**config.mk**
```make
export PLATFORM = sky130hd
export DESIGN_NAME = ale_mul
export DESIGN_NICKNAME = d
export VERILOG_FILES = /design/src/rtl/core/ale_pkg.sv /design/src/rtl/core/ale_mul.sv
export SDC_FILE = /design/constraint.sdc
export NUM_CORES = 2
export LEC_CHECK = 0
export ABC_AREA = 0
export BUFFER_PORTS_ARGS = -buffer_cell sky130_fd_sc_hd__buf_2
export CELL_PAD_IN_SITES_DETAIL_PLACEMENT = 0
export CELL_PAD_IN_SITES_GLOBAL_PLACEMENT = 2
export CORE_ASPECT_RATIO = 1.25
export CORE_MARGIN = 8
export CORE_UTILIZATION = 42
export DETAILED_ROUTE_END_ITERATION = 16
export PLACE_DENSITY_LB_ADDON = 0.25
export SYNTH_ARGS = -nofsm -noshare
export SYNTH_HDL_FRONTEND = slang
export SYNTH_SLANG_ARGS = --single-unit
export TNS_END_PERCENT = 100
```
**constraint.sdc**
```tcl
create_clock -name clk -period 21.2 [get_ports clk]
set_input_delay 6.36 -clock clk [delete_from_list [all_inputs] [get_ports clk]]
set_output_delay 6.36 -clock clk [all_outputs]
set_load 0.05 [all_outputs]
```
**src/rtl/core/ale_pkg.sv**
```systemverilog
// ----------------------------------------------------------------------------
// ale_pkg
// Types, constants and fixed-point helpers for the affine Legendre expansion.
// ----------------------------------------------------------------------------
package ale_pkg;

  localparam int MaxDegree = 9;
  localparam int TriSize   = (MaxDegree + 1) * (MaxDegree + 2) / 2;
  localparam int AddrW     = $clog2(TriSize);

  typedef struct packed {
    logic signed [31:0] shift;
    logic signed [31:0] scale;
  } ale_in_t;

  typedef struct packed {
    logic [3:0]         row_degree;
    logic [3:0]         basis_order;
    logic signed [47:0] coefficient;
    logic               last;
  } ale_out_t;

  typedef enum logic [3:0] {
    ST_IDLE,
    ST_INIT,
    ST_RD,
    ST_MUL,
    ST_SCALE,
    ST_ACC,
    ST_WR,
    ST_ERD,
    ST_EOUT
  } ale_state_t;

  // term kinds of one entry
  typedef enum logic [2:0] {
    T_SHIFT,
    T_UP,
    T_DOWN,
    T_BACK,
    T_DIAG,
    T_DONE
  } ale_term_t;

  // memory access request from sequencer
  typedef struct packed {
    logic             we;
    logic [AddrW-1:0] waddr;
    logic [47:0]      wdata;
    logic [AddrW-1:0] raddr;
  } ale_mem_req_t;

  function automatic logic [31:0] ratio_a(input logic [3:0] n);
    case (n)
      4'd1: ratio_a = 32'd1073741824;
      4'd2: ratio_a = 32'd1610612736;
      4'd3: ratio_a = 32'd1789569707;
      4'd4: ratio_a = 32'd1879048192;
      4'd5: ratio_a = 32'd1932735283;
      4'd6: ratio_a = 32'd1968526677;
      4'd7: ratio_a = 32'd1994091959;
      4'd8: ratio_a = 32'd2013265920;
      4'd9: ratio_a = 32'd2028179001;
      default: ratio_a = 32'd0;
    endcase
  endfunction

  function automatic logic [31:0] ratio_b(input logic [3:0] n);
    case (n)
      4'd2: ratio_b = 32'd536870912;
      4'd3: ratio_b = 32'd715827883;
      4'd4: ratio_b = 32'd805306368;
      4'd5: ratio_b = 32'd858993459;
      4'd6: ratio_b = 32'd894784853;
      4'd7: ratio_b = 32'd920350135;
      4'd8: ratio_b = 32'd939524096;
      4'd9: ratio_b = 32'd954437177;
      default: ratio_b = 32'd0;
    endcase
  endfunction

  function automatic logic [31:0] ratio_c(input logic [3:0] l);
    case (l)
      4'd0: ratio_c = 32'd357913941;
      4'd1: ratio_c = 32'd429496730;
      4'd2: ratio_c = 32'd460175067;
      4'd3: ratio_c = 32'd477218588;
      4'd4: ratio_c = 32'd488064465;
      4'd5: ratio_c = 32'd495573150;
      4'd6: ratio_c = 32'd501079518;
      4'd7: ratio_c = 32'd505290270;
      4'd8: ratio_c = 32'd508614548;
      4'd9: ratio_c = 32'd511305630;
      default: ratio_c = 32'd0;
    endcase
  endfunction

  function automatic logic [31:0] ratio_d(input logic [3:0] l);
    case (l)
      4'd1: ratio_d = 32'd1073741824;
      4'd2: ratio_d = 32'd715827883;
      4'd3: ratio_d = 32'd644245094;
      4'd4: ratio_d = 32'd613566757;
      4'd5: ratio_d = 32'd596523236;
      4'd6: ratio_d = 32'd585677359;
      4'd7: ratio_d = 32'd578168674;
      4'd8: ratio_d = 32'd572662306;
      4'd9: ratio_d = 32'd568451554;
      default: ratio_d = 32'd0;
    endcase
  endfunction

  function automatic logic [AddrW-1:0] tri_addr(input logic [3:0] n, input logic [3:0] l);
    logic [7:0] t;
    t = ({4'd0, n} * {4'd0, n + 4'd1}) >> 1;
    tri_addr = AddrW'(t + {4'd0, l});
  endfunction

  // round |p| / 2^sh half away from zero, saturate to 48-bit signed
  function automatic logic signed [47:0] rnd_sat(input logic [79:0] mag, input logic neg,
                                                input logic [4:0] sh);
    logic [80:0] r;
    logic [80:0] lim;
    r   = ({1'b0, mag} + (81'd1 << (sh - 5'd1))) >> sh;
    lim = neg ? 81'h800000000000 : 81'h7FFFFFFFFFFF;
    if (r > lim) r = lim;
    rnd_sat = neg ? -$signed(r[47:0]) : $signed(r[47:0]);
  endfunction

endpackage

```
**src/rtl/core/ale_mul.sv**
```systemverilog
// ----------------------------------------------------------------------------
// ale_mul
// Shared registered multiplier: 48 x 32 magnitude product as two 24x32 halves.
// ----------------------------------------------------------------------------
module ale_mul
  import ale_pkg::*;
(
  input  logic               clk,
  input  logic               start,
  input  logic signed [47:0] a,
  input  logic signed [31:0] b,
  input  logic [4:0]         sh,
  output logic signed [47:0] p
);
  logic [47:0] ma;
  logic [31:0] mb;
  logic        neg;
  logic [55:0] plo;
  logic [55:0] phi;
  logic        neg_q;
  logic [4:0]  sh_q;

  assign ma = a[47] ? 48'(-a) : a;
  assign mb = b[31] ? 32'(-b) : b;
  assign neg = a[47] ^ b[31];

  always_ff @(posedge clk) begin
    if (start) begin
      plo   <= {8'd0, ma[23:0]} * {24'd0, mb};
      phi   <= {8'd0, ma[47:24]} * {24'd0, mb};
      neg_q <= neg;
      sh_q  <= sh;
    end
  end

  assign p = rnd_sat({24'd0, plo} + ({24'd0, phi} << 24), neg_q, sh_q);
endmodule

```
==> impl_metrics.env <==
export IMPL_ys_warn_count=0
export IMPL_wirelength_um=234000
export IMPL_rsz0062_at_grt="false"
export IMPL_slew_headroom_pct=16.6
export IMPL_synthCells=7787
export IMPL_routedWlPerCell_um=24.0
export IMPL_row_count=162
export IMPL_htree_levels=4
export IMPL_max_stage_delay_ns=0.90
export IMPL_drtIter0Drc=3745
export IMPL_critPathBufInv=6
export IMPL_syn_avg_cell_area_um2=8.48
export IMPL_ys_types=117
export IMPL_start_kind="flip-flop"
export IMPL_grt_max_degree=67
export IMPL_yosysTopAreaCellShare_pct=40.0
export IMPL_synth_edff_count=118
export IMPL_final_hold_viol_count=0
export IMPL_synthFlopType="edfxtp_1"
export IMPL_grt_pass1_vias=58200
export IMPL_synth_area_leader_cell="fa_1"
export IMPL_critPathKind="reg -> out"
export IMPL_core_mm2=0.156
export IMPL_fp_dieH_um=459
export IMPL_synth_area_leaders="fa_1 (40%), ha_1 (9.1%), inv_1 (7.6%)"
export IMPL_drv_slew=0
export IMPL_syn_nets=9671
export IMPL_antenna_found_initial=8
export IMPL_grt_pass1_wl_um=358000
export IMPL_netlist_area_mm2=0.0660
export IMPL_critPathTopFamily="simple AND/OR/NAND/NOR gates"
export IMPL_gp_congestion=0.916
export IMPL_io_pins=135
export IMPL_io_buffers=134
export IMPL_maxCapViolCount=0
export IMPL_critPathArrivalTime_ns=13.64
export IMPL_numCtsBuffers=17
export IMPL_post_cts_buffers=0
export IMPL_clock_path_buffers=2
export IMPL_status="finished, final reports clean"
export IMPL_fin_nets=9600
export IMPL_ys_seq_area_share_pct=5.37
export IMPL_hold_class="in -> reg"
export IMPL_drc=0
export IMPL_setup_tns_ns=0
export IMPL_clockRootBuffer="clkbuf_16"
export IMPL_detail_route_vias_per_cell=5.67
export IMPL_drive_gt1_share_pct=7.80
export IMPL_cts_sinks=118
export IMPL_cpMaxStageDelayCell="nor2_1"
export IMPL_crit_path_end_kind="output port"
export IMPL_synthTopCellsByCount="inv_1 (1,334), fa_1 (1,318), nand2_1 (1,273), nor2_1 (686), ha_1 (479)"
export IMPL_area_growth_pct=6.65
export IMPL_fp_dieW_um=371
export IMPL_hold_buffers=0
export IMPL_fill_cells=15700
export IMPL_start_util_pct=42.3
export IMPL_dieArea_mm2=0.170
export IMPL_ctsResizeCount=0
export IMPL_max_freq_mhz=50.0
export IMPL_setup_violations=0
export IMPL_yosysMostFrequentCell="inv_1"
export IMPL_clk_pin_slew_ns=0.08
export IMPL_crit_fanout=29
export IMPL_worst_pin_slew_ns=1.25
export IMPL_cp_required_ns=14.84
export IMPL_drt_first_pass_iters=6
export IMPL_dr_total_vias=55500
export IMPL_min_period_over_period_pct=94.3
export IMPL_ant_nets=0
export IMPL_place_hpwl_um=187000
export IMPL_grt_overflow_total=0
export IMPL_tritoncts="yes"
export IMPL_ys_seq_elements=118
export IMPL_grt_total_usage_pct=27.4
export IMPL_min_period_ns=20.00
export IMPL_async_flop_share_pct=0
path summary, 6_finish.rpt:
path / from / end / slack [ns] / cells past startpoint
min: sh[2] / sh_q[2] / 6.07 / 1
max: sh_q[1] / p[46] / 1.20 / 48
layout make-up:
class	count	area (um^2)	area share, %
Multi-Input combinational cell	5920	56600	80.4
Clock buffer	19	433	0.615
Timing Repair Buffer	320	2070	2.94
Inverter	1339	5030	7.14
Tap cell	2050	2560	3.64
Antenna cell	3	7.51	0.0107
Clock inverter	12	136	0.194
Sequential cell	118	3540	5.03
placed cells by master (no fill, tap or decap), types with 33 or more instances in the layout:
| master | count |
|---|---|
| edfxtp_1 | 118 |
| and3_1 | 36 |
| xnor2_2 | 61 |
| xnor2_1 | 146 |
| nand3_1 | 77 |
| a21o_1 | 101 |
| a211oi_1 | 60 |
| fa_1 | 1318 |
| buf_4 | 187 |
| buf_2 | 133 |
| mux2_2 | 43 |
| nor2_1 | 686 |
| mux2i_1 | 95 |
| or3_1 | 39 |
| nand2_1 | 1273 |
| o21a_1 | 48 |
| nor3_1 | 100 |
| xor2_1 | 77 |
| inv_1 | 1333 |
| or2_2 | 34 |
| a21oi_1 | 258 |
| nand4_1 | 49 |
| nand2b_1 | 46 |
| and2_1 | 96 |
| ha_1 | 479 |
| a31oi_1 | 33 |
| o21ai_0 | 158 |
| o31ai_1 | 41 |
cells by family after synthesis:
kind of cell | count (synthesis) | share of synthesized area, %
flops | 118 | 5.37
fa+ha+maj | 1797 | 49.1
buf+inv | 1749 | 10.0
mux | 169 | 3.21
xor+xnor | 307 | 4.09
compound gates | 1039 | 10.8
simple gates | 2608 | 17.5
flip-flops by register name, summed over array words and instances, names as in the netlist:
name   flops
sh_q       5
plo       56
phi       56
neg_q      1
through the flow:
step                      hold WS, ns  setup WS, ns  cells  cell area [um^2]  utilization, %
final                            6.07          1.20   9781             70400            45.1
after detailed placement         6.55          1.80   9747             69800            44.7
after floorplan                  6.46          1.98   7787             66000               -
after global routing             6.06         0.236   9779             70400            45.1
after CTS                        6.04          1.22   9778             70400            45.1
after global placement           6.54          1.92   9747             69800            44.7
layer usage:
metal / GRT usage [%] / up-vias / share of wire, %
met5: 0 / - / 0.017
met4: 12.0 / 6 / 5.3
met1: 35.0 / 28500 / 41
met3: 3.52 / 440 / 5.9
li1: - / 24600 / -
met2: 46.7 / 1911 / 48
Power is left out: the tool's default activity adds up to more than one toggle a clock period on the data nets, which glitch-free logic cannot reach.
