<file path="src/rtl/core/ale_pkg.sv">
// ----------------------------------------------------------------------------
// ale_pkg
// Types, constants and fixed-point helpers for the affine Legendre expansion.
// ----------------------------------------------------------------------------
package ale_pkg;

  localparam int MaxDegree = 9;
  localparam int TriSize   = (MaxDegree + 1) * (MaxDegree + 2) / 2;
  localparam int AddrW     = $clog2(TriSize);

  typedef struct packed {
    logic signed [31:0] shift;
    logic signed [31:0] scale;
  } ale_in_t;

  typedef struct packed {
    logic [3:0]         row_degree;
    logic [3:0]         basis_order;
    logic signed [47:0] coefficient;
    logic               last;
  } ale_out_t;

  typedef enum logic [3:0] {
    ST_IDLE,
    ST_INIT,
    ST_RD,
    ST_MUL,
    ST_SCALE,
    ST_ACC,
    ST_WR,
    ST_ERD,
    ST_EOUT
  } ale_state_t;

  // term kinds of one entry
  typedef enum logic [2:0] {
    T_SHIFT,
    T_UP,
    T_DOWN,
    T_BACK,
    T_DIAG,
    T_DONE
  } ale_term_t;

  // memory access request from sequencer
  typedef struct packed {
    logic             we;
    logic [AddrW-1:0] waddr;
    logic [47:0]      wdata;
    logic [AddrW-1:0] raddr;
  } ale_mem_req_t;

  function automatic logic [31:0] ratio_a(input logic [3:0] n);
    case (n)
      4'd1: ratio_a = 32'd1073741824;
      4'd2: ratio_a = 32'd1610612736;
      4'd3: ratio_a = 32'd1789569707;
      4'd4: ratio_a = 32'd1879048192;
      4'd5: ratio_a = 32'd1932735283;
      4'd6: ratio_a = 32'd1968526677;
      4'd7: ratio_a = 32'd1994091959;
      4'd8: ratio_a = 32'd2013265920;
      4'd9: ratio_a = 32'd2028179001;
      default: ratio_a = 32'd0;
    endcase
  endfunction

  function automatic logic [31:0] ratio_b(input logic [3:0] n);
    case (n)
      4'd2: ratio_b = 32'd536870912;
      4'd3: ratio_b = 32'd715827883;
      4'd4: ratio_b = 32'd805306368;
      4'd5: ratio_b = 32'd858993459;
      4'd6: ratio_b = 32'd894784853;
      4'd7: ratio_b = 32'd920350135;
      4'd8: ratio_b = 32'd939524096;
      4'd9: ratio_b = 32'd954437177;
      default: ratio_b = 32'd0;
    endcase
  endfunction

  function automatic logic [31:0] ratio_c(input logic [3:0] l);
    case (l)
      4'd0: ratio_c = 32'd357913941;
      4'd1: ratio_c = 32'd429496730;
      4'd2: ratio_c = 32'd460175067;
      4'd3: ratio_c = 32'd477218588;
      4'd4: ratio_c = 32'd488064465;
      4'd5: ratio_c = 32'd495573150;
      4'd6: ratio_c = 32'd501079518;
      4'd7: ratio_c = 32'd505290270;
      4'd8: ratio_c = 32'd508614548;
      4'd9: ratio_c = 32'd511305630;
      default: ratio_c = 32'd0;
    endcase
  endfunction

  function automatic logic [31:0] ratio_d(input logic [3:0] l);
    case (l)
      4'd1: ratio_d = 32'd1073741824;
      4'd2: ratio_d = 32'd715827883;
      4'd3: ratio_d = 32'd644245094;
      4'd4: ratio_d = 32'd613566757;
      4'd5: ratio_d = 32'd596523236;
      4'd6: ratio_d = 32'd585677359;
      4'd7: ratio_d = 32'd578168674;
      4'd8: ratio_d = 32'd572662306;
      4'd9: ratio_d = 32'd568451554;
      default: ratio_d = 32'd0;
    endcase
  endfunction

  function automatic logic [AddrW-1:0] tri_addr(input logic [3:0] n, input logic [3:0] l);
    logic [7:0] t;
    t = ({4'd0, n} * {4'd0, n + 4'd1}) >> 1;
    tri_addr = AddrW'(t + {4'd0, l});
  endfunction

  // round |p| / 2^sh half away from zero, saturate to 48-bit signed
  function automatic logic signed [47:0] rnd_sat(input logic [79:0] mag, input logic neg,
                                                input logic [4:0] sh);
    logic [80:0] r;
    logic [80:0] lim;
    r   = ({1'b0, mag} + (81'd1 << (sh - 5'd1))) >> sh;
    lim = neg ? 81'h800000000000 : 81'h7FFFFFFFFFFF;
    if (r > lim) r = lim;
    rnd_sat = neg ? -$signed(r[47:0]) : $signed(r[47:0]);
  endfunction

endpackage

</file>
<file path="src/rtl/core/ale_tri_mem.sv">
// ----------------------------------------------------------------------------
// ale_tri_mem
// Coefficient triangle scratch store, one write and one registered read port.
// ----------------------------------------------------------------------------
module ale_tri_mem
  import ale_pkg::*;
(
  input  logic         clk,
  input  ale_mem_req_t req,
  output logic [47:0]  rdata
);
  logic [47:0] mem [TriSize];

  always_ff @(posedge clk) begin
    if (req.we) begin
      mem[req.waddr] <= req.wdata;
    end
    rdata <= mem[req.raddr];
  end
endmodule

</file>
<file path="config.mk">
export PLATFORM = sky130hd
export DESIGN_NAME = ale_tri_mem
export DESIGN_NICKNAME = d
export VERILOG_FILES = /design/src/rtl/core/ale_pkg.sv /design/src/rtl/core/ale_tri_mem.sv
export SDC_FILE = /design/constraint.sdc
export NUM_CORES = 2
export LEC_CHECK = 0
export CAP_MARGIN = 20
export CORE_UTILIZATION = 35
export CTS_BUF_LIST = sky130_fd_sc_hd__clkbuf_2 sky130_fd_sc_hd__clkbuf_4 sky130_fd_sc_hd__clkbuf_8
export CTS_CLUSTER_SIZE = 12
export DETAILED_ROUTE_END_ITERATION = 6
export DONT_BUFFER_PORTS = 1
export PLACE_DENSITY_LB_ADDON = 0.15
export SYNTH_ARGS = -nofsm -noshare
export SYNTH_HDL_FRONTEND = slang
export SYNTH_SLANG_ARGS = --single-unit
</file>
<file path="constraint.sdc">
create_clock -name clk -period 6.97 [get_ports clk]
set_input_delay 1.394 -clock clk [delete_from_list [all_inputs] [get_ports clk]]
set_output_delay 1.394 -clock clk [all_outputs]
set_load 0.05 [all_outputs]
</file>
==> flow_summary_export.csv <==
group,metric,value,unit
status,status,"finished with violations",
status,violations,"slew limit",
pwr,p_per_area,286,nW/um^2
sta,finalSetupViolations,0,
floorplan,io_pins,110,
pwr,intPower,25.8,mW
logic_synthesis,ys_top_cells_by_area,"edfxtp_1 78%, mux4_2 13%, mux2i_1 1.1%",
critical_path,path_max_fanout,132,
final_layout,nets,4960,
clock_network,clock_sinks,2688,
clock_network,post_cts_buffers,0,
sta,fmax,218,MHz
final_layout,synthToLayoutAreaGrowth,13.5,%
sta,final.setup.worst_slack,2.38,ns
global_route,track_usage,20.3,%
clock_network,root_buffer,"clkbuf_8",
logic_synthesis,yosysUniqueCellTypes,40,
logic_synthesis,synth_common_cells,"2640 x edfxtp_1, 598 x mux4_2, 122 x nand2_1",
pwr,pwr-share-clk,41.7,%
sta,tns,0,ns
sta,rsz0062_at_grt,"false",
global_route,grt_pass1_vias,50900,
global_route,antenna_found_initial,16,
routing,wirelength,300000,um
worst_hold_path,min_path_type,"in -> reg",
clock_network,clk_path_buf_depth,4,
run,cap_viol_max_count,0,
sta,fin_crit_sh,65.9,%
clock_network,hold_buffers,0,
critical_path,critPathRequiredTime,7.81,ns
routing,vias,49000,
critical_path,slowest_stage,"a222oi_1",
pwr,p_seq_share,54.9,%
sta,slew_violations,620,
routing,drc,0,
logic_synthesis,async_flop_share,0,%
clock_network,htree_levels,5,
critical_path,cp_top_family,"buffers and inverters",
global_route,grt_overflow_total,0,
critical_path,worst_ep_arrival_time,5.44,ns
logic_synthesis,synthFlopType,"edfxtp_1",
placement,port_buffers,0,
logic_synthesis,synth.top_cell.area_share,77.7,%
clock_network,cts_resized,0,
global_route,grt_first_pass_wirelength,415000,um
floorplan,rows,197,
routing,wl_per_cell,32.8,um
routing,dr.pass1.iters,5,
clock_network,tritoncts,"built",
pwr,p_leak,35.8,nW
floorplan,die-area,294000,sq um
placement,place_ws,2.82,ns
logic_synthesis,synth_area,102000,sq um
critical_path,start_kind,"primary input",
floorplan,fp.dieH,542,um
pwr,switching_share,21.9,%
sta,slew_headroom,-60.5,%
logic_synthesis,avgSynthCellArea,22.2,sq um
sta,hold_viol,0,
floorplan,start_util,35.3,%
logic_synthesis,synth_edf_count,2640,
critical_path,slowest_delay,0.74,ns
sta,holdWs,0.424,ns
critical_path,worst-path-buf-inv,3,
clock_network,clk_pin_slew,0.06,ns
routing,drtIter0Drc,5048,
critical_path,cp-end-kind,"flip-flop",
critical_path,path_class,"in -> reg",
clock_network,cts-buffers-inserted,450,
logic_synthesis,ys_seq_area_share,78.7,%
clock_network,clock_latency,1.06,ns
final_layout,post-route-util,40.1,%
sta,post-route-min-period,4.59,ns
critical_path,crit_path_cell_trace,"buf_16 -> buf_16 -> buf_16 -> mux4_2 -> mux2_2 -> a222oi_1 -> a211oi_1",
final_layout,drive_gt1_share,29.9,%
logic_synthesis,syn_nets,4665,
critical_path,crit_top_cell,"buf_16",
pwr,combPwrFrac,3.4,%
routing,viasPerCell,5.36,
logic_synthesis,yosysWarnings,0,
logic_synthesis,ys_seq_elements,2688,
sta,fin_worst_skew,0.119,ns
placement,gp_congestion,0.772,
logic_synthesis,yosys.area.top_type,"edfxtp_1",
floorplan,die_w,542,um
placement,hpwlAfterDp,157000,um
floorplan,core_area,289000,sq um
logic_synthesis,synthCells,4603,
pwr,vdd_drop_max,160,uV
pwr,p_sw,7.24,mW
routing,antenna_left,0,
global_route,grt_max_degree,639,
sta,worst_slew_pin_slew,2.41,ns
pwr,p_total,33.1,mW
logic_synthesis,yosysMostFrequentCell,"edfxtp_1",
[power groups by stage]
stage	logic [mW]	clock network [mW]	registers (mW)
floorplan	0.880	0	18.4
global placement	0.986	0	18.5
detailed placement	0.989	0	18.5
CTS	0.994	14.2	18.2
global route	1.17	14.8	18.2
finish	1.13	13.8	18.2
[flip-flops by register name, summed over array words and instances (netlist names)]
name / cells
rdata: 48
mem: 2640
[worst reg2reg max path: stages, from the launching register on]
cell and delay [ns]:
edfxtp_1 0.36, mux4_2 0.49, mux2_2 0.28, a222oi_1 0.96, a211oi_1 0.19
[through the flow]
| stage | instance area (sq um) | instances |
|---|---|---|
| after detailed placement | 107000 | 8321 |
| after floorplan | 102000 | 4603 |
| after CTS | 116000 | 9123 |
| final | 116000 | 9137 |
| after global placement | 107000 | 8319 |
| after global routing | 116000 | 9133 |
[cell type report]
class	instances	area (sq um)
Antenna cell	9	22.5
Clock buffer	637	7770
Clock inverter	165	1010
Fill cell	25900	173000
Inverter	18	68.8
Multi-Input combinational cell	1630	20800
Sequential cell	2688	80200
Tap cell	3880	4850
Timing Repair Buffer	110	1010
[worst paths after layout]
kind                         start                    end  slack (ns)  cells after the start
max                         req[0]      rdata[47]$_DFF_P_        2.38                      7
min reg2reg  mem[54][13]$_DFFE_PP_      rdata[13]$_DFF_P_        0.80                      4
max reg2reg  mem[21][11]$_DFFE_PP_      rdata[11]$_DFF_P_        4.52                      4
min                        req[51]  mem[16][45]$_DFFE_PP_        0.42                      0
[routing by layer]
layer / up-vias / part of all wire, % / track usage (%)
li1: 20100 / - / -
met1: 27000 / 43 / 28.0
met2: 1515 / 49 / 33.6
met3: 374 / 5.8 / 3.34
met4: 0 / 1.9 / 4.55
met5: - / 0 / 0
[cells by family after synthesis]
logic type	synth area share (%)
flops	78.7
buf+inv	1.38
simple gates	1.86
compound gates	2.95
mux	15.1
[cells in the final DEF (no fill, tap or decap), types with 7 or more instances in the layout]
cell,n
o221ai_1,40
o22a_1,27
inv_1,17
a22oi_1,37
o21ai_0,54
nand2b_1,70
a211o_1,7
nand2_1,122
clkinv_2,55
nand3_1,41
nor2_1,39
diode_2,9
edfxtp_1,2640
nor2b_1,29
o22ai_1,87
dfxtp_1,48
clkbuf_4,159
buf_4,99
mux2i_1,112
clkinv_1,85
nor2_4,54
mux2_2,73
mux4_2,598
o211ai_1,42
a211oi_1,21
a21oi_1,70
clkbuf_8,478
a31oi_1,52
No activity file was read; power rests on OpenSTA's default activity.
